==> src/rtl/core/asc_pkg.sv <==
// ----------------------------------------------------------------------------
// asc_pkg
// Shared types and constants of the auto-ranging seven-segment scanner.
// ----------------------------------------------------------------------------
package asc_pkg;

    localparam int DIGIT_COUNT = 4;
    localparam int POS_W       = 2;
    localparam int VALUE_W     = 25;
    localparam int INTERVAL_W  = 16;
    localparam int NUM_W       = 14;
    localparam int SEG_W       = 8;

    // Configuration port.
    localparam int          ADDR_W            = 3;
    localparam int          DATA_W            = 32;
    localparam logic        REG_SCAN_INTERVAL = 1'b0;
    localparam logic [15:0] INTERVAL_RESET    = 16'd40;
    localparam logic [15:0] TICK_MAX          = 16'hFFFF;

    // Queue between the front and back parts.
    localparam int QUEUE_DEPTH = 4;
    localparam int QPTR_W      = 2;
    localparam int QCNT_W      = 3;

    // Ranging thresholds on the magnitude in thousandths.
    localparam logic [VALUE_W-1:0] RANGE0_MAX = 25'd1000;
    localparam logic [VALUE_W-1:0] RANGE1_MAX = 25'd10000;
    localparam logic [VALUE_W-1:0] RANGE2_MAX = 25'd100000;
    localparam logic [NUM_W-1:0]   NUM_MAX    = 14'd9999;

    // Reciprocals for exact truncating division of a 25-bit magnitude.
    localparam int          MAG_SHIFT     = 35;
    localparam logic [35:0] MAG_ONE       = 36'h8_0000_0000;
    localparam logic [31:0] MAG_RECIP_10  = 32'((MAG_ONE + 36'd9) / 36'd10);
    localparam logic [31:0] MAG_RECIP_100 = 32'((MAG_ONE + 36'd99) / 36'd100);
    localparam logic [31:0] MAG_RECIP_1K  = 32'((MAG_ONE + 36'd999) / 36'd1000);

    // Reciprocals for picking a decimal digit out of the shown number.
    localparam int          DIG_SHIFT     = 24;
    localparam logic [24:0] DIG_ONE       = 25'h100_0000;
    localparam logic [20:0] DIG_RECIP_10  = 21'((DIG_ONE + 25'd9) / 25'd10);
    localparam logic [20:0] DIG_RECIP_100 = 21'((DIG_ONE + 25'd99) / 25'd100);
    localparam logic [20:0] DIG_RECIP_1K  = 21'((DIG_ONE + 25'd999) / 25'd1000);
    localparam int          TEN_SHIFT     = 18;
    localparam logic [14:0] TEN_RECIP     = 15'd26215;

    localparam logic [SEG_W-1:0] POINT_SEG = 8'h80;

    typedef struct packed {
        logic [POS_W-1:0]   pos;
        logic [VALUE_W-1:0] value;
    } asc_entry_t;

    typedef struct packed {
        logic full;
        logic empty;
    } asc_qstat_t;

    function automatic logic [SEG_W-1:0] seg_code(input logic [3:0] d);
        logic [SEG_W-1:0] s;
        unique case (d)
            4'd0: s = 8'h3f;
            4'd1: s = 8'h06;
            4'd2: s = 8'h5b;
            4'd3: s = 8'h4f;
            4'd4: s = 8'h66;
            4'd5: s = 8'h6d;
            4'd6: s = 8'h7d;
            4'd7: s = 8'h07;
            4'd8: s = 8'h7f;
            4'd9: s = 8'h6f;
            default: s = 8'h00;
        endcase
        return s;
    endfunction

endpackage

==> src/rtl/core/asc_queue.sv <==
// ----------------------------------------------------------------------------
// asc_queue
// Small first-in first-out buffer of scan steps between front and back.
// ----------------------------------------------------------------------------
module asc_queue (
    input  logic                aclk,
    input  logic                aresetn,
    input  logic                push,
    input  asc_pkg::asc_entry_t push_entry,
    input  logic                pop,
    output asc_pkg::asc_entry_t pop_entry,
    output asc_pkg::asc_qstat_t qstat
);

    asc_pkg::asc_entry_t             mem [asc_pkg::QUEUE_DEPTH];
    logic [asc_pkg::QPTR_W-1:0]      wr_ptr_reg;
    logic [asc_pkg::QPTR_W-1:0]      rd_ptr_reg;
    logic [asc_pkg::QCNT_W-1:0]      count_reg;
    logic [asc_pkg::QCNT_W-1:0]      count_next;

    assign qstat.full  = (count_reg == asc_pkg::QCNT_W'(asc_pkg::QUEUE_DEPTH));
    assign qstat.empty = (count_reg == '0);
    assign pop_entry   = mem[rd_ptr_reg];

    always_comb begin
        count_next = count_reg;
        if (push && !pop) begin
            count_next = count_reg + 3'd1;
        end else if (pop && !push) begin
            count_next = count_reg - 3'd1;
        end
    end

    always_ff @(posedge aclk) begin
        if (push) begin
            mem[wr_ptr_reg] <= push_entry;
        end
    end

    always_ff @(posedge aclk) begin
        if (!aresetn) begin
            wr_ptr_reg <= '0;
            rd_ptr_reg <= '0;
            count_reg  <= '0;
        end else begin
            if (push) begin
                wr_ptr_reg <= wr_ptr_reg + 2'd1;
            end
            if (pop) begin
                rd_ptr_reg <= rd_ptr_reg + 2'd1;
            end
            count_reg <= count_next;
        end
    end

`ifndef SYNTHESIS
    a_no_overflow: assert property (@(posedge aclk) disable iff (!aresetn)
        push |-> !qstat.full)
        else $error("queue written while full");

    a_no_underflow: assert property (@(posedge aclk) disable iff (!aresetn)
        pop |-> !qstat.empty)
        else $error("queue read while empty");

    a_count_grows: assert property (@(posedge aclk) disable iff (!aresetn)
        (push && !pop) |=> (count_reg == $past(count_reg) + 3'd1))
        else $error("queue count did not follow a write");

    a_ptr_gap: assert property (@(posedge aclk) disable iff (!aresetn)
        (count_reg[asc_pkg::QPTR_W-1:0] == wr_ptr_reg - rd_ptr_reg))
        else $error("queue pointers disagree with count");
`endif

endmodule

==> config.mk <==
export PLATFORM = sky130hd
export DESIGN_NAME = asc_queue
export DESIGN_NICKNAME = d
export VERILOG_FILES = /design/src/rtl/core/asc_pkg.sv /design/src/rtl/core/asc_queue.sv
export SDC_FILE = /design/constraint.sdc
export NUM_CORES = 1
export LEC_CHECK = 0
export BUFFER_PORTS_ARGS = -buffer_cell sky130_fd_sc_hd__buf_2
export CAP_MARGIN = 40
export CORE_MARGIN = 1.5
export CORE_UTILIZATION = 45
export CTS_CLUSTER_SIZE = 24
export DETAILED_ROUTE_END_ITERATION = 6
export HOLD_SLACK_MARGIN = 0.1
export SLEW_MARGIN = 40
export SYNTH_ARGS = -nofsm -noshare
export SYNTH_HDL_FRONTEND = slang
export SYNTH_SLANG_ARGS = --single-unit
==> constraint.sdc <==
create_clock -name aclk -period 2.25 [get_ports aclk]
set_input_delay 0.3375 -clock aclk [delete_from_list [all_inputs] [get_ports aclk]]
set_output_delay 0.3375 -clock aclk [all_outputs]
set_load 0.1 [all_outputs]
# Word level (Yosys, flattened, before mapping)
# Memory sizes are Yosys's and may differ from the RTL's. A register that Yosys moved wholly into a read port is not among the register bits.
# Index checks and enable logic that the tools add are counted.
# word_totals
ff_bits	7
n_memories	1
ram_bits	108
# mem_list
name	words	word_bits	read_ports	rd_clocked_by_memory_dff	wr	line	rtl
mem	4	27	1	1	1	asc_queue.sv:15	asc_pkg::asc_entry_t mem [asc_pkg::QUEUE_DEPTH];
# op_classes
add_sub_neg	4
reduce_logical	6
eq_ne	1
muxes	6
# op_table
op	n
3-bit 2-to-1 mux	2
2-bit by 1-bit adder with 2-bit output (second input constant)	2
2-bit 2-to-1 mux	2
3-bit by 1-bit adder with 3-bit output (second input constant)	1
3-bit equality test (second input constant)	1
3-bit zero test	1
3-bit by 1-bit subtractor with 3-bit output (second input constant)	1
1-bit logical AND	2
1-bit zero test	2
1-bit 2-to-1 mux	2
2-bit nonzero test	1

# Logic depth before layout (Yosys ltp)
# depth
ltp_word	4
ltp_mapped	7
depth_no_buf	7

# Least setup slack after synthesis
# Ideal clock, no wire load.
# synth_path
path_kind	reg2out
start	register count_reg[0] (netlist bit)
end	output qstat[1] (netlist bit)
required_time_ns	1.913
arrival_ns	2.553
path_stages_with_launch	2
path_slack_ns	-0.640
path_cell_list	dfxtp_1 -> nor3b_1
# synth_rtl
element	line	rtl
from (decl)	asc_queue.sv:18	logic [asc_pkg::QCNT_W-1:0] count_reg;
from (signal assigned)	asc_queue.sv:52	count_reg <= count_next;
to (decl)	asc_queue.sv:12	output asc_pkg::asc_qstat_t qstat

==> summary.txt <==
STA
  • Fin. Hold Viols: 0
  • Clk_skew: roughly 0.0075 ns
  • Fmax: ~0.45 GHz
  • RSZ-0062 raised after global routing: true
  • # setup viols final: 0
  • Crit path time final: ~2.2 ns
  • Worst Tran Pin Value: ~0.49 ns
  • Slew Limit Fails: 0
  • Fin crit share: between 90 and 100%
  • Slew HR: 67.9%

Cells and area
  • Share of cells above drive strength 1: between 40% and 50%
  • Area grow syn2layout: 39.6%
  • Filler cells: roughly 660
  • Ant diodes: 0
  • Fin area: ~0.0061 mm^2
  • Final net count: 331
  • Flip-flop count of the largest register after layout: between 100 and 150
  • Post-route insts no fill: ~440

Die
  • Initial Util: between 40% and 50%
  • Die X: 102 um
  • # rows: 35
  • DIE AREA: approximately 0.010 mm^2
  • Chip height: a little over 100 um
  • Core box area: a little over 0.009 mm^2
  • IO Count: 60

Synthesis
  • Top post-synthesis cells by area: edfxtp_1 74%, mux4_2 10%, mux4_1 4.2%
  • Synth unique cells: 21
  • Net Count, Synth: between 200 and 250
  • Yosys reg bits: 117
  • Average size of a mapped cell: about 24 um^2
  • Predominant post-synthesis flop cell: edfxtp_1
  • Synth warnings: 0
  • Area of the mapped netlist: around 0.0044 mm^2
  • Post-synthesis sequential area ratio: 78.0%
  • Async SR Flop Fraction: 0%
  • Yosys top cell area share: roughly 74%
  • Number of synthesized flops with an enable pin: ~110
  • Commonest cells in the netlist: 108 x edfxtp_1, 20 x mux4_2, 9 x and2_1, 9 x dfxtp_1, 7 x mux4_1
  • Most frequent cell after synthesis: edfxtp_1
  • Yosys top cell by area: edfxtp_1
  • Syn Inst Count: 184

Global routing
  • Initial antenna violation count: 0
  • Vias in the first global route: approximately 2300
  • Grt total ovfl: 0
  • Largest net degree at the start of global routing: 28
  • First-pass GRT wire length: between 10000 and 15000 um
  • Gr usage total: 16.0%

Worst setup path
  • Crit path DAT: ~1.9 ns
  • Most prevalent standard cell on the critical path: buf_12
  • Critical path, cell by cell: buf_12, mux4_2, buf_12
  • Crit path required time: around 1.9 ns
  • Crit path max-delay cell type: mux4_2
  • Reg2Reg Setup Slack: 0.73 ns
  • Setup Crit Path Kind: reg -> out
  • CP peak stage delay: ~0.56 ns
  • Worst-path fanout max: 12
  • Critical path buffer and inverter count: 2
  • CP endpoint kind: output port
  • Critical Path Source Type: flip-flop
  • Crit path max-delay family: multiplexers

Detailed routing
  • Drt first pass iters: 4
  • Antenna viol nets, final: 0
  • WL/cell: around 17 um
  • Via density: a little under 5
  • Via count: 2136
  • Final Routed Wirelength: slightly above 7000 um
  • Post-route DRC: 0
  • Initial drt markers: 97

Clock tree
  • Clock Latency Late Sink: around 0.5 ns
  • Total CTS buffers: 17
  • TritonCTS clock tree: built
  • CTS Buffer Depth: 2
  • CTS Sinks: between 100 and 150
  • Clock slew at reported path FFs: around 0.05 ns
  • H-Tree Depth: 4
  • Root Driver: clkbuf_8

Placement
  • Port Buf Inserts: 59
  • Post-DP HPWL: 4280 um
  • Placed cell count: approximately 380
  • Placed inst area: 0.00529 mm^2
  • Final Wtd Congestion: around 0.67

Power
  • PD cells: about 1000 mW/mm^2
  • VDD IR max: 595 uV
  • Pleak: 2.20 nW
  • PnR Total Power: about 6.3 mW

Outcome
  • Outcome: finished, final reports clean

Hold path
  • Worst hold path class: in -> reg

Run
  • Maxcap violations: 0
-- logic make-up after synthesis --
| logic type | Yosys count | share of synthesized area, % |
|---|---|---|
| adders and majority gates | 6 | 1.88 |
| AOI/OAI and AO/OA | 2 | 0.285 |
| muxes | 29 | 14.9 |
| buffers and inverters | 10 | 1.85 |
| and+or+nand+nor | 15 | 2.08 |
| DFF | 117 | 78.0 |
| xor gates and xnor gates | 5 | 0.998 |
-- metal layers --
metal | routed length, um | global-route usage, %
met5 | 0 | 0
met4 | 51 | 7.69
met3 | 303 | 5.59
met2 | 3730 | 24.7
met1 | 3160 | 20.4
-- power by group --
| group | internal (mW) | switching [mW] |
|---|---|---|
| logic | 0.515 | 0.870 |
| registers | 2.50 | 0.0439 |
| clock network | 1.53 | 0.854 |
| total | 4.55 | 1.77 |
-- cells in the final DEF, fill, tap and decap left out, types with 2 or more instances in the layout --
cell	Yosys	layout
clkbuf_8	0	4
clkinv_4	0	2
buf_12	2	29
edfxtp_1	108	108
dfxtp_1	9	8
mux4_2	20	24
dlygate4sd3_1	0	27
xor2_1	3	3
clkbuf_16	0	16
mux2i_1	2	2
nor2b_1	2	2
buf_4	0	8
clkbuf_1	0	2
buf_2	3	32
ha_1	5	5
xnor2_1	2	2
clkinv_2	0	6
and2_1	9	9
inv_1	4	4
mux4_1	7	3
-- final timing paths --
kind / from / endpoint / cells past startpoint
max: flip-flop / pop_entry[13] / 3
min reg2reg: count_reg[2] / count_reg[2] / 2
min: aresetn / wr_ptr_reg[0] / 2
max reg2reg: wr_ptr_reg[1] / mem[1][17] / 4
-- final cells by class --
cell class	instances	area (um^2)	share of cell area [%]
Sequential cell	117	3430	55.9
Timing Repair Buffer	97	1100	17.9
Multi-Input combinational cell	57	880	14.4
Clock buffer	22	463	7.56
Tap cell	129	161	2.63
Clock inverter	10	81.3	1.33
Inverter	4	15.0	0.245
-- repair_timing --
item	in CTS	in global routing
hold buffers	27	0
hold endpoints to repair	108	0
gates resized for setup	6	0
gates cloned	1	0
endpoints found under the setup margin	24	20
buffers inserted	0	1
-- metrics by stage --
step	worst slack, ns	setup TNS, ns	util (%)	hold slack (ns)
floorplan	0.334	0	-	0.436
detailed placement	0.412	0	56.7	0.516
CTS	-0.00656	-0.0148	65.6	0.116
global placement	0.440	0	56.7	0.502
global route	-0.0203	-0.169	65.7	0.127
finish	0.0427	0	65.7	0.130
Note: power is estimated with default switching activity, not from simulation.
