$ cat src/rtl/core/asc_pkg.sv
// ----------------------------------------------------------------------------
// asc_pkg
// Shared types and constants of the auto-ranging seven-segment scanner.
// ----------------------------------------------------------------------------
package asc_pkg;

    localparam int DIGIT_COUNT = 4;
    localparam int POS_W       = 2;
    localparam int VALUE_W     = 25;
    localparam int INTERVAL_W  = 16;
    localparam int NUM_W       = 14;
    localparam int SEG_W       = 8;

    // Configuration port.
    localparam int          ADDR_W            = 3;
    localparam int          DATA_W            = 32;
    localparam logic        REG_SCAN_INTERVAL = 1'b0;
    localparam logic [15:0] INTERVAL_RESET    = 16'd40;
    localparam logic [15:0] TICK_MAX          = 16'hFFFF;

    // Queue between the front and back parts.
    localparam int QUEUE_DEPTH = 4;
    localparam int QPTR_W      = 2;
    localparam int QCNT_W      = 3;

    // Ranging thresholds on the magnitude in thousandths.
    localparam logic [VALUE_W-1:0] RANGE0_MAX = 25'd1000;
    localparam logic [VALUE_W-1:0] RANGE1_MAX = 25'd10000;
    localparam logic [VALUE_W-1:0] RANGE2_MAX = 25'd100000;
    localparam logic [NUM_W-1:0]   NUM_MAX    = 14'd9999;

    // Reciprocals for exact truncating division of a 25-bit magnitude.
    localparam int          MAG_SHIFT     = 35;
    localparam logic [35:0] MAG_ONE       = 36'h8_0000_0000;
    localparam logic [31:0] MAG_RECIP_10  = 32'((MAG_ONE + 36'd9) / 36'd10);
    localparam logic [31:0] MAG_RECIP_100 = 32'((MAG_ONE + 36'd99) / 36'd100);
    localparam logic [31:0] MAG_RECIP_1K  = 32'((MAG_ONE + 36'd999) / 36'd1000);

    // Reciprocals for picking a decimal digit out of the shown number.
    localparam int          DIG_SHIFT     = 24;
    localparam logic [24:0] DIG_ONE       = 25'h100_0000;
    localparam logic [20:0] DIG_RECIP_10  = 21'((DIG_ONE + 25'd9) / 25'd10);
    localparam logic [20:0] DIG_RECIP_100 = 21'((DIG_ONE + 25'd99) / 25'd100);
    localparam logic [20:0] DIG_RECIP_1K  = 21'((DIG_ONE + 25'd999) / 25'd1000);
    localparam int          TEN_SHIFT     = 18;
    localparam logic [14:0] TEN_RECIP     = 15'd26215;

    localparam logic [SEG_W-1:0] POINT_SEG = 8'h80;

    typedef struct packed {
        logic [POS_W-1:0]   pos;
        logic [VALUE_W-1:0] value;
    } asc_entry_t;

    typedef struct packed {
        logic full;
        logic empty;
    } asc_qstat_t;

    function automatic logic [SEG_W-1:0] seg_code(input logic [3:0] d);
        logic [SEG_W-1:0] s;
        unique case (d)
            4'd0: s = 8'h3f;
            4'd1: s = 8'h06;
            4'd2: s = 8'h5b;
            4'd3: s = 8'h4f;
            4'd4: s = 8'h66;
            4'd5: s = 8'h6d;
            4'd6: s = 8'h7d;
            4'd7: s = 8'h07;
            4'd8: s = 8'h7f;
            4'd9: s = 8'h6f;
            default: s = 8'h00;
        endcase
        return s;
    endfunction

endpackage

$ cat src/rtl/core/asc_front.sv
// ----------------------------------------------------------------------------
// asc_front
// Takes input words and register writes, keeps the shown value and the
// tick counter, and queues one scan step whenever the interval has elapsed.
// ----------------------------------------------------------------------------
module asc_front (
    input  logic                                aclk,
    input  logic                                aresetn,
    // Register port.
    input  logic                                psel,
    input  logic                                penable,
    input  logic                                pwrite,
    input  logic [asc_pkg::ADDR_W-1:0]          paddr,
    input  logic [asc_pkg::DATA_W-1:0]          pwdata,
    output logic [asc_pkg::DATA_W-1:0]          prdata,
    output logic                                pready,
    // Input stream.
    input  logic                                s_tvalid,
    output logic                                s_tready,
    input  logic [31:0]                         s_tdata,  // [24:0] value_milli
    input  logic [0:0]                          s_tuser,  // [0] command
    // Queue side.
    input  asc_pkg::asc_qstat_t                 qstat,
    output logic                                push,
    output asc_pkg::asc_entry_t                 push_entry
);

    logic [asc_pkg::INTERVAL_W-1:0] scan_interval_reg;
    logic [asc_pkg::INTERVAL_W-1:0] tick_count_reg;
    logic [asc_pkg::INTERVAL_W-1:0] tick_count_next;
    logic [asc_pkg::VALUE_W-1:0]    shown_value_reg;
    logic [asc_pkg::POS_W-1:0]      scan_position_reg;
    logic                           accept;
    logic                           is_load;
    logic                           cfg_write;
    logic [asc_pkg::INTERVAL_W-1:0] tick_sat;
    logic                           step;

    assign pready    = 1'b1;
    assign cfg_write = psel && penable && pwrite && pready
                       && (paddr[2] == asc_pkg::REG_SCAN_INTERVAL);
    assign prdata    = (paddr[2] == asc_pkg::REG_SCAN_INTERVAL)
                       ? {16'd0, scan_interval_reg} : '0;

    assign s_tready = !qstat.full;
    assign accept   = s_tvalid && s_tready;
    assign is_load  = s_tuser[0];

    assign tick_sat = (tick_count_reg == asc_pkg::TICK_MAX)
                      ? tick_count_reg : tick_count_reg + 16'd1;
    assign step     = accept && !is_load && (tick_sat >= scan_interval_reg);

    always_comb begin
        tick_count_next = tick_count_reg;
        if (accept && !is_load) begin
            tick_count_next = step ? '0 : tick_sat;
        end
    end

    assign push             = step;
    assign push_entry.pos   = scan_position_reg;
    assign push_entry.value = shown_value_reg;

    always_ff @(posedge aclk) begin
        if (!aresetn) begin
            scan_interval_reg <= asc_pkg::INTERVAL_RESET;
            tick_count_reg    <= '0;
            shown_value_reg   <= '0;
            scan_position_reg <= '0;
        end else begin
            if (cfg_write) begin
                scan_interval_reg <= pwdata[asc_pkg::INTERVAL_W-1:0];
            end
            tick_count_reg <= tick_count_next;
            if (accept && is_load) begin
                shown_value_reg <= s_tdata[asc_pkg::VALUE_W-1:0];
            end
            if (step) begin
                scan_position_reg <= scan_position_reg + 2'd1;
            end
        end
    end

endmodule

$ cat config.mk
export PLATFORM = sky130hd
export DESIGN_NAME = asc_front
export DESIGN_NICKNAME = d
export VERILOG_FILES = /design/src/rtl/core/asc_pkg.sv /design/src/rtl/core/asc_front.sv
export SDC_FILE = /design/constraint.sdc
export NUM_CORES = 1
export LEC_CHECK = 0
export BUFFER_PORTS_ARGS = -buffer_cell sky130_fd_sc_hd__buf_2
export CORE_UTILIZATION = 52
export DETAILED_ROUTE_END_ITERATION = 8
export HOLD_SLACK_MARGIN = 0.1
export PLACE_DENSITY = 0.86
export SYNTH_ARGS = -nofsm -noshare
export SYNTH_HDL_FRONTEND = slang
export SYNTH_SLANG_ARGS = --single-unit
$ cat constraint.sdc
create_clock -name aclk -period 4.4 [get_ports aclk]
set_input_delay 0.22 -clock aclk [delete_from_list [all_inputs] [get_ports aclk]]
set_output_delay 0.22 -clock aclk [all_outputs]
set_load 0.1 [all_outputs]
### Word-level counts from Yosys, hierarchy flattened

Cells that the tools add are included.

* bits in latches: 0
* output and inout port bits: 62
* input port bits: 76
* bits in registers: 59
* bits in writable memories: 0
* memories: 0
* logic and storage cells: 21
* memory bits (read-only): 0

* shift operators: 0
* add/subtract/negate cells: 2
* bitwise logic cells: 1
* div/mod/pow operators: 0
* reduce and logical (&&, ||, !) cells: 9
* order comparisons: 1
* $mul: 0
* equal/unequal tests: 1
* mux-type cells: 3

Operator list (count)
* 16-bit two-way mux: 3
* 16-bit by 1-bit adder with 16-bit output, second input constant: 1
* 16-bit equality test, second input constant: 1
* 16-bit >= comparator: 1
* 1-bit logical AND: 7
* 2-bit by 1-bit adder with 2-bit output, second input constant: 1
* 1-bit zero test: 2
* 1-bit inverter: 1

### Logic depth before layout (Yosys ltp)

* word-level depth: 5
* gate-level depth with buffers: 14
* depth with buffers taken out: 12

### Worst setup path after synthesis

Ideal clock, no wire load.

* path kind: reg-to-reg
* start point: register tick_count_reg[3] in the netlist's numbering
* end point: register scan_position_reg[1] in the netlist's numbering
* arrival: 4259 ps
* cell stages (with the launch flop): 14
* required time: 4276 ps
* library setup time: 124 ps
* setup slack: 17 ps
* buffers on the path: 1
* cells stage by stage: dfxtp_1 > and4_1 > buf_4 > nand3_2 > a211oi_2 > nand3_1 > xnor2_1 > ha_1 > nand2_1 > nor3_2 > o311ai_4 > a31oi_1 > nand2_1 > mux2i_1

* longest elaborated chain between the ends: 4
* elaborated cells on any way between the ends: 5

Ends and longest elaborated chain
* from (decl): RTL line asc_front.sv:29 `logic [asc_pkg::INTERVAL_W-1:0] tick_count_reg;`
* from (signal assigned): RTL line asc_front.sv:74 `tick_count_reg <= tick_count_next;`
* 16-bit by 1-bit adder with 16-bit output or 16-bit equality test (tied branches): RTL line asc_front.sv:50, asc_front.sv:49
* 16-bit two-way mux (*): RTL line asc_front.sv:50 `? tick_count_reg : tick_count_reg + 16'd1;`
* 16-bit >= comparator (*): RTL line asc_front.sv:51 `assign step = accept && !is_load && (tick_sat >= scan_interval_reg);`
* 1-bit logical AND (*): RTL line asc_front.sv:51
* net push: RTL line asc_front.sv:24 `output logic push,`
* to (signal assigned): RTL line asc_front.sv:79 `scan_position_reg <= scan_position_reg + 2'd1;`
* to (decl): RTL line asc_front.sv:32 `logic [asc_pkg::POS_W-1:0] scan_position_reg;`

Mark *: on every way through the listed nets, which the timed path passes. The rest lies on a longest branch.
A chain may end at the register's enable or synchronous reset.

### Final worst setup path

* start point: register tick_count_reg[0] in the netlist's numbering
* end point: output push

* longest elaborated chain between the ends: 4
* elaborated cells on any way between the ends: 5

Ends and longest elaborated chain (RTL line)
* 16-bit by 1-bit adder with 16-bit output or 16-bit equality test (tied branches): asc_front.sv:50, asc_front.sv:49
* 16-bit two-way mux (*): asc_front.sv:50
* 16-bit >= comparator (*): asc_front.sv:51
* 1-bit logical AND (*): asc_front.sv:51
* to (decl): asc_front.sv:24

Mark *: on every way between the ends. The rest lies on a longest branch, timed or not.

==> impl.org <==
** Die
- I/O pins :: 138
- The die is 81.2 um wide.
- Once the floorplan was initialized, standard cells occupied 54.4% of the core.
- Core Box Area :: 5990 um^2
- Area enclosed by the die boundary :: 6590 um^2
- Die height :: 81.2 um
- Row generation in the floorplan step produced 28 rows.

** Synth
- The Yosys step of the flow raised 0 warnings.
- Sequential elements use 36.3% of the synthesized area.
- Yosys cell types :: 51
- Yosys reg bits :: 59
- The cell count after synthesis came out at 401.
- Ys flop type :: sky130_fd_sc_hd__dfxtp_1
- In this run, synthesis inferred 0 flip-flops with an integrated enable.
- Mean instance size in the synthesized netlist :: 8.13 um^2
- Post-Syn Area :: 3260 um^2
- For this run, asynchronously set or reset flops after synthesis account for 0%.

** Routing
- The routed design has 7.52 mm of wire.
- Per-cell routed wire length :: 13.4 um
- Count of routing violations after the opening detailed-route iteration :: 132
- For this run, design rule violations remaining after detail routing come to 0.
- The first TritonRoute pass finished after 5 iterations.
- Routed via count :: 3,042
- Number of routed nets with antenna violations :: 0
- Dividing the detail-routed via count by the number of cells gives 5.40.

** STA
- Setup repair after global routing left no endpoint under its margin.
- For the pin with the worst max-slew slack, the measured transition is 0.904 ns.
- Worst-case headroom to the max-slew limit :: 39.6%
- The number of max-slew violations in the final report is 0.
- Maximum clock skew at final layout :: 0.00669 ns
- The number of hold violations in the final report was 0.
- Aggregate negative setup slack :: 0 ns
- Static timing analysis puts the maximum clock frequency at 0.257 GHz.
- Setup violations remaining at the end of the flow were counted as 0.
- Shortest period the worst path allows :: 3.89 ns
- Post-route clock period utilization :: 88.5%

** Clock tree
- CTS clock-pin slew for the worst setup and hold paths :: 0.07 ns
- CTS saw 59 sinks.
- Clock latency on the worst-skew pair :: 0.33 ns
- Hold-fix buffers, CTS :: 0
- Clock buffers created by TritonCTS :: 9
- Once the clock tree was built, the resizer swapped 0 gates to a different size.
- The H-tree generated during clock tree synthesis spans 3 levels.
- Clock tree buffer depth :: 2
- Buffer type at the clock tree root :: sky130_fd_sc_hd__clkbuf_8
- Post-CTS setup buffer count :: 0
- TritonCTS built the clock tree.

** Power
- Dividing total power by cell area gives a power density of 321 nW/um^2.
- Worst vdd ir :: 215 uV
- Static leakage :: 1.74 nW

** Setup path
- Type of the worst setup path :: flip-flop to primary output
- Worst reg2reg startpoint :: tick_count_reg[3]$_SDFFE_PN0P_
- STA classifies the critical path endpoint as a primary output.
- Critical-path top delay cell :: sky130_fd_sc_hd__dfxtp_1
- Largest stage delay on the critical path :: 0.51 ns
- Buffers and inverters on the worst path :: 1
- Type of element launching the critical path :: flip-flop
- For the worst setup path, the data arrival time is 3.67 ns.
- Launch point of the worst path :: tick_count_reg[0]$_SDFFE_PN0P_
- Largest fanout of any net on the critical path :: 8
- Ordered list of cells on the worst path :: ha_1, nand2_1, nor3_2, nand3_1, xnor2_1, ha_1, nand2_1, nor3_2, o311ai_4, a31oi_1, buf_2
- Crit-path leading delay family :: simple AND/OR/NAND/NOR gates
- At the worst endpoint, the required time is 4.18 ns.

** Finish
- Leading cell type in the layout, fill and taps excluded :: sky130_fd_sc_hd__nand2_1
- Leaving out fill and tap cells, the most frequent cells in the layout are sky130_fd_sc_hd__nand2_1 (98), sky130_fd_sc_hd__buf_2 (94), sky130_fd_sc_hd__dfxtp_1 (59), sky130_fd_sc_hd__a21boi_0 (39).
- The number of antenna diodes in the final layout is 0.
- Flip-flop count of the largest register after layout :: 25
- Proportion of layout cells with a drive suffix above 1 :: 25.0%
- Relative to the synthesized area, the layout overhead comes to 17.5%.
- For this run, the post-layout net count is 576.
- Post-route design area :: 3830 um^2
- Core Util, Final :: 63.9%

** Worst hold path
- Min-delay worst type :: input port to flip-flop
- Hold Startpoint :: pwdata[5]

** GRT
- Remaining global-route overflow :: 0
- Global-route wire length before repair :: 12.1 mm
- Global routing used 23.8% of the available tracks.
- The initial antenna violation count was 0.
- The via count of the first global-routing pass was 2,852.
- Entering global routing, the biggest net connects 49 pins.

** Placement
- Global placement routability congestion :: 0.854
- Placement Cell Area :: 3660 um^2
- After legalization and detailed placement, the total HPWL measured 5.57 mm.
- Number of port buffers :: 94

** Flow run
- Across the run, the number of max-cap violations was 0.

** Status
- Outcome :: finished clean
==> layout make-up <==
type,instances,area [um^2]
Sequential cell,59,1180
Clock buffer,10,128
Multi-Input combinational cell,302,1850
Clock inverter,6,41.3
Inverter,17,63.8
Timing Repair Buffer,94,470
Tap cell,75,93.8
Fill cell,483,2160
==> synthesized netlist by cell type, types with 3 or more instances <==
| cell | number | area share [%] |
|---|---|---|
| sky130_fd_sc_hd__a211oi_1 | 3 | 0.69 |
| sky130_fd_sc_hd__a21boi_0 | 39 | 9.0 |
| sky130_fd_sc_hd__a21o_1 | 4 | 0.92 |
| sky130_fd_sc_hd__a21oi_1 | 6 | 0.92 |
| sky130_fd_sc_hd__a22o_1 | 8 | 2.2 |
| sky130_fd_sc_hd__a31oi_1 | 3 | 0.58 |
| sky130_fd_sc_hd__and3_1 | 8 | 1.5 |
| sky130_fd_sc_hd__and4_1 | 3 | 0.81 |
| sky130_fd_sc_hd__buf_4 | 18 | 4.1 |
| sky130_fd_sc_hd__clkbuf_1 | 16 | 1.8 |
| sky130_fd_sc_hd__dfxtp_1 | 59 | 36 |
| sky130_fd_sc_hd__ha_1 | 17 | 6.5 |
| sky130_fd_sc_hd__inv_1 | 17 | 2.0 |
| sky130_fd_sc_hd__nand2_1 | 98 | 11 |
| sky130_fd_sc_hd__nand2b_1 | 3 | 0.58 |
| sky130_fd_sc_hd__nand3_1 | 12 | 1.8 |
| sky130_fd_sc_hd__nand3_2 | 4 | 1.2 |
| sky130_fd_sc_hd__nand4_1 | 6 | 1.2 |
| sky130_fd_sc_hd__nor2_1 | 16 | 1.8 |
| sky130_fd_sc_hd__nor2b_1 | 5 | 0.96 |
| sky130_fd_sc_hd__nor3_1 | 4 | 0.61 |
| sky130_fd_sc_hd__o21a_1 | 4 | 0.92 |
| sky130_fd_sc_hd__o21ai_0 | 5 | 0.77 |
| sky130_fd_sc_hd__o311ai_1 | 3 | 0.81 |
| sky130_fd_sc_hd__xnor2_1 | 5 | 1.3 |
==> layer usage <==
metal	track usage, %	up-vias	wire, um
met5	0	-	0
met4	11.8	0	146
met3	5.96	14	558
met2	40.8	116	3590
met1	27.5	1409	3220
li1	-	1503	-
==> path summary, 6_finish.rpt <==
check	endpoint	cells after the start	slack (ns)
min reg2reg	shown_value_reg[2]$_SDFFE_PN0P_	2	0.46
max	push	11	0.51
max reg2reg	tick_count_reg[5]$_SDFFE_PN0P_	12	0.69
min	scan_interval_reg[5]$_SDFFE_PN1P_	3	0.11
==> where the power goes <==
part           total [W]  switching [W]  leakage, nW  internal, W
Sequential      0.000555     0.00000813        0.478     0.000546
Clock           0.000428       0.000225       0.0787     0.000204
Combinational   0.000244       0.000198         1.18    0.0000462
==> per-stage QoR <==
| stage | hold slack, ns | setup WS, ns | total power [W] | std cells |
|---|---|---|---|---|
| finish | 0.113 | 0.505 | 0.00123 | 563 |
| global route | 0.123 | 0.310 | 0.00127 | 563 |
| CTS | 0.107 | 0.530 | 0.00124 | 563 |
| detailed placement | 0.456 | 0.802 | 0.000810 | 547 |
| global placement | 0.449 | 0.926 | 0.000805 | 547 |
| floorplan | 0.358 | 0.0167 | 0.000777 | 416 |
==> cells by family (layout without fill, tap and decap cells) <==
family,count (synthesis),count (layout),synth area share [%]
and+or+nand+nor,175,175,25.8
buffers and inverters,55,127,8.72
AOI/OAI and AO/OA,83,83,19.5
xor gates and xnor gates,7,7,1.88
other,2,17,0.231
adders and majority gates,17,17,6.53
DFF,59,59,36.3
muxes,3,3,1.11
==> worst min-delay path, delay by kind of cell <==
kind,cells,cell delay [ns]
simple gates,1,0.04
compound gates,1,0.07
buf+inv,1,0.08
(Power assumes the default switching activity.)
