`config.mk`:
```
export PLATFORM = sky130hd
export DESIGN_NAME = asc_back
export DESIGN_NICKNAME = d
export VERILOG_FILES = /design/src/rtl/core/asc_pkg.sv /design/src/rtl/core/asc_back.sv
export SDC_FILE = /design/constraint.sdc
export NUM_CORES = 2
export LEC_CHECK = 0
export BUFFER_PORTS_ARGS = -buffer_cell sky130_fd_sc_hd__buf_2
export CAP_MARGIN = 20
export CORE_MARGIN = 4
export CORE_UTILIZATION = 30
export DETAILED_ROUTE_END_ITERATION = 6
export PLACE_DENSITY = 0.5
export SYNTH_ARGS = -nofsm -noshare
export SYNTH_HDL_FRONTEND = slang
export SYNTH_SLANG_ARGS = --single-unit
export TNS_END_PERCENT = 1
```
`constraint.sdc`:
```
create_clock -name aclk -period 8.1 [get_ports aclk]
set_input_delay 0 -clock aclk [delete_from_list [all_inputs] [get_ports aclk]]
set_output_delay 0 -clock aclk [all_outputs]
set_load 0.005 [all_outputs]
```
`src/rtl/core/asc_pkg.sv`:
```
// ----------------------------------------------------------------------------
// asc_pkg
// Shared types and constants of the auto-ranging seven-segment scanner.
// ----------------------------------------------------------------------------
package asc_pkg;

    localparam int DIGIT_COUNT = 4;
    localparam int POS_W       = 2;
    localparam int VALUE_W     = 25;
    localparam int INTERVAL_W  = 16;
    localparam int NUM_W       = 14;
    localparam int SEG_W       = 8;

    // Configuration port.
    localparam int          ADDR_W            = 3;
    localparam int          DATA_W            = 32;
    localparam logic        REG_SCAN_INTERVAL = 1'b0;
    localparam logic [15:0] INTERVAL_RESET    = 16'd40;
    localparam logic [15:0] TICK_MAX          = 16'hFFFF;

    // Queue between the front and back parts.
    localparam int QUEUE_DEPTH = 4;
    localparam int QPTR_W      = 2;
    localparam int QCNT_W      = 3;

    // Ranging thresholds on the magnitude in thousandths.
    localparam logic [VALUE_W-1:0] RANGE0_MAX = 25'd1000;
    localparam logic [VALUE_W-1:0] RANGE1_MAX = 25'd10000;
    localparam logic [VALUE_W-1:0] RANGE2_MAX = 25'd100000;
    localparam logic [NUM_W-1:0]   NUM_MAX    = 14'd9999;

    // Reciprocals for exact truncating division of a 25-bit magnitude.
    localparam int          MAG_SHIFT     = 35;
    localparam logic [35:0] MAG_ONE       = 36'h8_0000_0000;
    localparam logic [31:0] MAG_RECIP_10  = 32'((MAG_ONE + 36'd9) / 36'd10);
    localparam logic [31:0] MAG_RECIP_100 = 32'((MAG_ONE + 36'd99) / 36'd100);
    localparam logic [31:0] MAG_RECIP_1K  = 32'((MAG_ONE + 36'd999) / 36'd1000);

    // Reciprocals for picking a decimal digit out of the shown number.
    localparam int          DIG_SHIFT     = 24;
    localparam logic [24:0] DIG_ONE       = 25'h100_0000;
    localparam logic [20:0] DIG_RECIP_10  = 21'((DIG_ONE + 25'd9) / 25'd10);
    localparam logic [20:0] DIG_RECIP_100 = 21'((DIG_ONE + 25'd99) / 25'd100);
    localparam logic [20:0] DIG_RECIP_1K  = 21'((DIG_ONE + 25'd999) / 25'd1000);
    localparam int          TEN_SHIFT     = 18;
    localparam logic [14:0] TEN_RECIP     = 15'd26215;

    localparam logic [SEG_W-1:0] POINT_SEG = 8'h80;

    typedef struct packed {
        logic [POS_W-1:0]   pos;
        logic [VALUE_W-1:0] value;
    } asc_entry_t;

    typedef struct packed {
        logic full;
        logic empty;
    } asc_qstat_t;

    function automatic logic [SEG_W-1:0] seg_code(input logic [3:0] d);
        logic [SEG_W-1:0] s;
        unique case (d)
            4'd0: s = 8'h3f;
            4'd1: s = 8'h06;
            4'd2: s = 8'h5b;
            4'd3: s = 8'h4f;
            4'd4: s = 8'h66;
            4'd5: s = 8'h6d;
            4'd6: s = 8'h7d;
            4'd7: s = 8'h07;
            4'd8: s = 8'h7f;
            4'd9: s = 8'h6f;
            default: s = 8'h00;
        endcase
        return s;
    endfunction

endpackage

```
`src/rtl/core/asc_back.sv`:
```
// ----------------------------------------------------------------------------
// asc_back
// Pipeline that turns a queued scan step into a digit enable and a segment
// byte: magnitude and range, scaling, digit selection, segment lookup.
// ----------------------------------------------------------------------------
module asc_back (
    input  logic                aclk,
    input  logic                aresetn,
    input  asc_pkg::asc_qstat_t qstat,
    input  asc_pkg::asc_entry_t pop_entry,
    output logic                pop,
    output logic                m_tvalid,
    input  logic                m_tready,
    output logic [15:0]         m_tdata    // [3:0] digit_enable_n, [11:4] segments
);

    logic adv;

    // Stage A: magnitude and range.
    logic                        a_valid_reg;
    logic [asc_pkg::VALUE_W-1:0] a_mag_reg;
    logic [1:0]                  a_point_reg;
    logic                        a_neg_reg;
    logic [asc_pkg::POS_W-1:0]   a_pos_reg;
    logic [asc_pkg::VALUE_W-1:0] mag;
    logic [1:0]                  point;

    // Stage B: scaled product.
    logic                        b_valid_reg;
    logic [21:0]                 b_quot_reg;
    logic [9:0]                  b_small_reg;
    logic [1:0]                  b_point_reg;
    logic                        b_neg_reg;
    logic [asc_pkg::POS_W-1:0]   b_pos_reg;
    logic [31:0]                 mag_recip;
    logic [56:0]                 mag_prod;

    // Stage C: shown number and digit choice.
    logic                        c_valid_reg;
    logic [asc_pkg::NUM_W-1:0]   c_num_reg;
    logic [1:0]                  c_digit_reg;
    logic                        c_sign_reg;
    logic                        c_point_hit_reg;
    logic [asc_pkg::POS_W-1:0]   c_pos_reg;
    logic [asc_pkg::NUM_W-1:0]   num;

    // Stage D: number divided down to the chosen digit.
    logic                        d_valid_reg;
    logic [asc_pkg::NUM_W-1:0]   d_quot_reg;
    logic                        d_sign_reg;
    logic                        d_point_hit_reg;
    logic [asc_pkg::POS_W-1:0]   d_pos_reg;
    logic [20:0]                 dig_recip;
    logic [34:0]                 dig_prod;

    // Output stage.
    logic                        out_valid_reg;
    logic [3:0]                  out_enable_n_reg;
    logic [asc_pkg::SEG_W-1:0]   out_seg_reg;
    logic [28:0]                 ten_prod;
    logic [10:0]                 tens;
    logic [asc_pkg::NUM_W-1:0]   rem_full;
    logic [asc_pkg::SEG_W-1:0]   seg;

    assign adv = !out_valid_reg || m_tready;
    assign pop = adv && !qstat.empty;

    // Stage A logic.
    always_comb begin
        mag = pop_entry.value[asc_pkg::VALUE_W-1]
              ? (~pop_entry.value) + 25'd1 : pop_entry.value;
        priority if (mag <= asc_pkg::RANGE0_MAX) begin
            point = 2'd0;
        end else if (mag <= asc_pkg::RANGE1_MAX) begin
            point = 2'd1;
        end else if (mag <= asc_pkg::RANGE2_MAX) begin
            point = 2'd2;
        end else begin
            point = 2'd3;
        end
    end

    // Stage B logic. The small range needs no division and bypasses it.
    always_comb begin
        unique case (a_point_reg)
            2'd1:    mag_recip = asc_pkg::MAG_RECIP_10;
            2'd2:    mag_recip = asc_pkg::MAG_RECIP_100;
            default: mag_recip = asc_pkg::MAG_RECIP_1K;
        endcase
        mag_prod = {32'd0, a_mag_reg} * {25'd0, mag_recip};
    end

    // Stage C logic.
    always_comb begin
        if (b_point_reg == 2'd0) begin
            num = {4'd0, b_small_reg};
        end else if (b_quot_reg > {8'd0, asc_pkg::NUM_MAX}) begin
            num = asc_pkg::NUM_MAX;
        end else begin
            num = b_quot_reg[asc_pkg::NUM_W-1:0];
        end
    end

    // Stage D logic: digit 0 is thousands, digit 3 is units.
    always_comb begin
        unique case (c_digit_reg)
            2'd0:    dig_recip = asc_pkg::DIG_RECIP_1K;
            2'd1:    dig_recip = asc_pkg::DIG_RECIP_100;
            default: dig_recip = asc_pkg::DIG_RECIP_10;
        endcase
        dig_prod = {21'd0, c_num_reg} * {14'd0, dig_recip};
    end

    // Output logic: the remainder by ten of the divided number is the digit.
    always_comb begin
        ten_prod = {15'd0, d_quot_reg} * {14'd0, asc_pkg::TEN_RECIP};
        tens     = ten_prod[28:asc_pkg::TEN_SHIFT];
        rem_full = d_quot_reg - (({3'd0, tens} << 3) + ({3'd0, tens} << 1));
        seg      = d_sign_reg ? asc_pkg::POINT_SEG : asc_pkg::seg_code(rem_full[3:0]);
        if (d_point_hit_reg) begin
            seg = seg | asc_pkg::POINT_SEG;
        end
    end

    always_ff @(posedge aclk) begin
        if (!aresetn) begin
            a_valid_reg   <= 1'b0;
            b_valid_reg   <= 1'b0;
            c_valid_reg   <= 1'b0;
            d_valid_reg   <= 1'b0;
            out_valid_reg <= 1'b0;
        end else if (adv) begin
            a_valid_reg   <= pop;
            b_valid_reg   <= a_valid_reg;
            c_valid_reg   <= b_valid_reg;
            d_valid_reg   <= c_valid_reg;
            out_valid_reg <= d_valid_reg;
        end
    end

    always_ff @(posedge aclk) begin
        if (adv) begin
            a_mag_reg   <= mag;
            a_point_reg <= point;
            a_neg_reg   <= pop_entry.value[asc_pkg::VALUE_W-1];
            a_pos_reg   <= pop_entry.pos;

            b_quot_reg  <= mag_prod[56:asc_pkg::MAG_SHIFT];
            b_small_reg <= a_mag_reg[9:0];
            b_point_reg <= a_point_reg;
            b_neg_reg   <= a_neg_reg;
            b_pos_reg   <= a_pos_reg;

            // A negative value shifts the digits right by one position.
            c_num_reg       <= num;
            c_digit_reg     <= b_neg_reg ? b_pos_reg - 2'd1 : b_pos_reg;
            c_sign_reg      <= b_neg_reg && (b_pos_reg == 2'd0);
            c_point_hit_reg <= (b_pos_reg == b_point_reg);
            c_pos_reg       <= b_pos_reg;

            d_quot_reg      <= (c_digit_reg == 2'd3)
                               ? c_num_reg : {3'd0, dig_prod[34:asc_pkg::DIG_SHIFT]};
            d_sign_reg      <= c_sign_reg;
            d_point_hit_reg <= c_point_hit_reg;
            d_pos_reg       <= c_pos_reg;

            out_enable_n_reg <= ~(4'd1 << d_pos_reg);
            out_seg_reg      <= seg;
        end
    end

    assign m_tvalid = out_valid_reg;
    assign m_tdata  = {4'd0, out_seg_reg, out_enable_n_reg};

endmodule

```
; Word level (Yosys, flattened, before mapping)
; Memory sizes are Yosys's and may differ from the RTL's.
; Index checks and enable logic that the tools add are counted.
[totals]
register_bits = 122
romBits = 112
memories = 1
[memory_table]
columns = name, depth, word_bits, rd, rd_clocked_by_memory_dff, write_ports, line_no
row1 = (no name shown), 16, 7, 1, 0, 0, asc_pkg.sv:62  ; unique case (d)
[op_classes]
n_addsub = 4
mul = 3
order_cmp = 4
eq_ne = 5
shifts = 1
n_mux = 10
bitwise_logic = 2
reduce_logical = 11
[ops]
columns = operator, count
row1 = $pmux W32 S2, 1
row2 = $mul A25 B32 Y57, 1
row3 = $pmux W21 S2, 1
row4 = $mul A14 B21 Y35, 1
row5 = $add A25 B1 Y25 const B, 1
row6 = $le A25 B10 Y1 const B, 1
row7 = $le A25 B14 Y1 const B, 1
row8 = $le A25 B17 Y1 const B, 1
row9 = $mux W25, 1
row10 = $not A25 Y25, 1
row11 = $gt A22 B14 Y1 const B, 1
row12 = $mul A14 B15 Y21 const B, 1
row13 = $mux W14, 1
row14 = $mux W11, 1
row15 = $mux W10, 1
row16 = $mux W8, 1
row17 = $logic_not A2 Y1, 3
row18 = $reduce_or A2 Y1, 3
row19 = $add A4 B4 Y4, 1
row20 = $eq A2 B1 Y1 const B, 2
row21 = $eq A2 B2 Y1 const B, 2
row22 = $not A4 Y4, 1
row23 = $shl A1 B2 Y4 const A, 1
row24 = $sub A4 B4 Y4, 1
row25 = 7 further kinds, 10

; Logic depth before layout (Yosys ltp)
[logic_depth]
ltp_word = 6
ltp_mapped = 30
depth_no_buf = 29

; Worst setup path after synthesis
; OpenSTA, ideal clock, no wires.
[synth_path]
kind = reg2reg
from = register a_point_reg[0]
to = register b_quot_reg[20], data pin
setup_time_ns = 0.195
t_arrival_ns = 7.221
t_required_ns = 7.905
path_slack_ns = 0.684
path_stages_with_launch = 28
path_buffers = 2
path_cell_list = edfxtp_1 inv_1 ha_1 clkbuf_1 clkbuf_1 nand2b_1 fa_1 fa_1 inv_1 fa_1 inv_1 fa_1 inv_1 fa_1 fa_1 inv_1 fa_1 inv_1 ha_1 nand3_1 nor4_1 nand4_1 o211ai_1 a41oi_1 a21o_1 a21boi_0 a21oi_1 o311ai_0
[synth_via]
elab_chain_len = 3
elab_cells_between_ends = 4
classes_between = mul (1) / eq/ne (2) / mux (1)
[synth_rtl]
columns = item, line_no
row1 = from (decl), asc_back.sv:22  ; logic [1:0] a_point_reg;
row2 = from (signal assigned), asc_back.sv:144  ; a_point_reg <= point;
row3 = $eq A2 B2 Y1 / $eq A2 B1 Y1 (equally long branches), asc_back.sv:85  ; unique case (a_point_reg)
row4 = $pmux W32 S2 (*), asc_back.sv:85
row5 = $mul A25 B32 Y57 (*), asc_back.sv:90  ; mag_prod = {32'd0, a_mag_reg} * {25'd0, mag_recip};
row6 = named net mag_prod[55], asc_back.sv:36  ; logic [56:0] mag_prod;
row7 = to (signal assigned), asc_back.sv:148  ; b_quot_reg <= mag_prod[56:asc_pkg::MAG_SHIFT];
row8 = to (decl), asc_back.sv:30  ; logic [21:0] b_quot_reg;
; The timed path passes the listed nets; every way through them passes the cells marked *.
; A chain may end at the register's enable or synchronous reset.

; Final worst setup path
[layout_path]
from = register a_point_reg[1]
to = register b_quot_reg[17], data pin
; Same word-level chain as after synthesis.

==> results by group <==
Synth
  – Yosys warnings: 0
  – FF+latch count, synth: 122
  – Async S/R FF share, synth: 0%
  – EDFF count, synth: 117
  – Post-synthesis cell area: 35800 um2
  – Avg Synthesized Cell Area: 10.1 um2
  – Synthesized instance count: 3538
  – Seq/Total Area, Yosys: 10.1%
  – Unique masters post-synth: 74
  – Top_reg_cell synth: edfxtp_1

Global routing
  – Number of global-route vias before repair: 26014
  – Largest net degree at the start of global routing: 64
  – Total GRT Usage: 16.1%
  – First-pass GRT wire length: 153 mm
  – Initial antenna violation count: 1
  – Remaining Overflow, GRT: 0

Cells and area
  – Share of layout cells above drive strength 1: 6.18%
  – Fin cells: between 5000 and 6000
  – Commonest non-fill, non-tap cells in the layout: 1163 x inv_1, 772 x fa_1, 548 x ha_1
  – Area grow syn2layout: 10.9%
  – Most common cell after layout, fill and taps aside: inv_1
  – Inserted Diodes: 0
  – Nets: 5061
  – Max FFs per register: 25
  – Design Area, Final: 39600 um2

Clocking
  – Clock latency on the worst-skew pair: 490 ps
  – Post-CTS Setup Repair Bufs: 0
  – Inserted Clock Buffers: 17
  – CTS root buf: clkbuf_16
  – CTS tree: built
  – CTS HTree Levels: 4
  – Clock transition at path regs: 60 ps
  – Max clock buf depth: 2
  – Clock sinks: 122

STA
  – Hold Violations, Final: 0
  – Tcrit/Tclk final: 97.2%
  – Max-slew violations: 0
  – FMAX: 127 MHz
  – # setup viols final: 0
  – Relative slew slack: a little under a third
  – Period minus WS final: 7880 ps
  – Final setup skew: 25.3 ps
  – Worst-margin pin slew: 1030 ps
  – RSZ-0062 raised after global routing: true

Setup path
  – CP Max Fanout: 25
  – WP data required: 8320 ps
  – Kind of start point of the critical path: flop
  – Kind of critical path: reg -> reg
  – CP arrival: 8100 ps
  – Crit end category: flop

Drt
  – DRC: 0
  – Routed WL per cell: 18.5 um
  – Vias per cell: 4.42
  – WL final: a little under 100 mm
  – DR iter-0 viols: 1030
  – Routed vias: between 20000 and 25000
  – Antenna-violating nets left: 0
  – DRT Pass-1 Iters: 4

Die
  – Die ar.: 125000 um2
  – # rows: approximately 130
  – Core area: ~120000 um2
  – Initial Utilization: a little under a third
  – IO Pins: 50
  – Die width: 353 um
  – Height of the die: 353 um

Placement
  – Number of port buffers: between 40 and 50
  – RePlAce Congestion: 0.915
  – DP Cell Count: 5192
  – Placed cell area: 38700 um2
  – Final HPWL DP: between 80 and 90 mm

Min path
  – HP Class: in -> reg

Job
  – Total of max-cap violations: 0

Outcome
  – Status: complete, no violations
-- critical path, stage by stage (launching register included) --
cell,delay (ps)
edfxtp_1,430
ha_1,240
buf_12,170
and2_1,310
fa_1,540
inv_1,50
fa_1,530
inv_1,80
fa_1,540
inv_1,50
fa_1,500
inv_1,60
fa_1,490
fa_1,500
inv_1,50
fa_1,530
inv_1,60
ha_1,360
and3_1,240
and3_1,200
and3_1,270
a41oi_2,260
buf_4,220
a21o_1,230
a21oi_1,290
buf_4,180
o22ai_1,80
xnor2_1,140
-- final timing paths --
path	start	endpoint	slack (ps)	cells after the start
worst max-delay path	a_point_reg[1]	b_quot_reg[17]	220	27
worst min-delay path	pop_entry[26]	a_pos_reg[1]	240	2
worst max register to register	a_point_reg[1]	b_quot_reg[17]	220	27
worst min register to register	c_pos_reg[0]	d_pos_reg[0]	420	0
-- routing by layer --
layer  up-vias  routed length [um]  share of wire [%]  track usage [%]
li1      10989                   -                  -                -
met3       110                3180                3.3             1.97
met1     11734               42900                 44             21.0
met4         0                3060                3.1             5.02
met5         -                   0                  0                0
met2       398               48100                 49             28.0
-- final cells by class --
class                           count  area (um2)
Multi-Input combinational cell   2205       27600
Clock inverter                     11        95.1
Fill cell                       12131       78600
Clock buffer                       21         514
Inverter                         1164        4370
Sequential cell                   122        3610
Timing Repair Buffer              198        1530
Tap cell                         1536        1920
-- synth_stat cells, types with 24 or more instances --
library cell	n	share of area, %
inv_1	1164	12
fa_1	772	43
ha_1	549	19
nand2_1	131	1.4
edfxtp_1	117	9.8
nor2_1	105	1.1
a21oi_1	80	1.1
and2_1	76	1.3
xnor2_1	59	1.4
a21o_1	52	1.1
o21ai_0	51	0.71
clkbuf_1	49	0.51
nor2b_1	37	0.65
nand2b_1	32	0.56
xor2_1	24	0.59
-- metrics by stage --
stage / utilization (%) / setup WS (ps) / TNS (ps) / hold slack [ps]
global route: 33.5 / -13.2 / -13.2 / 214
global placement: 32.7 / 30.1 / 0 / 180
finish: 33.5 / 223 / 0 / 242
floorplan: - / 684 / 0 / 38.3
detailed placement: 32.7 / -23.0 / -23.0 / 184
CTS: 33.5 / 139 / 0 / 207
-- logic make-up after synthesis --
logic type | share of synthesized area, %
multiplexers | 0.0910
other | 0.0210
AND/OR/NAND/NOR | 7.29
XOR/XNOR | 2.03
adder cells (fa/ha/maj) | 62.4
AO/OA/AOI/OAI | 5.12
buffers and inverters | 12.9
flip-flops | 10.1
-- what timing repair did --
item / in CTS / in global routing
hold buffers: 33 / 0
endpoints found under the hold margin: 34 / 0
cloned: 0 / 0
resized for setup: 1 / 6
pin swaps: 0 / 0
endpoints found under the setup margin: 1 / 7
Power is not shown: default switching activity piles up to over one toggle a cycle in this logic, so the estimate is an artifact.
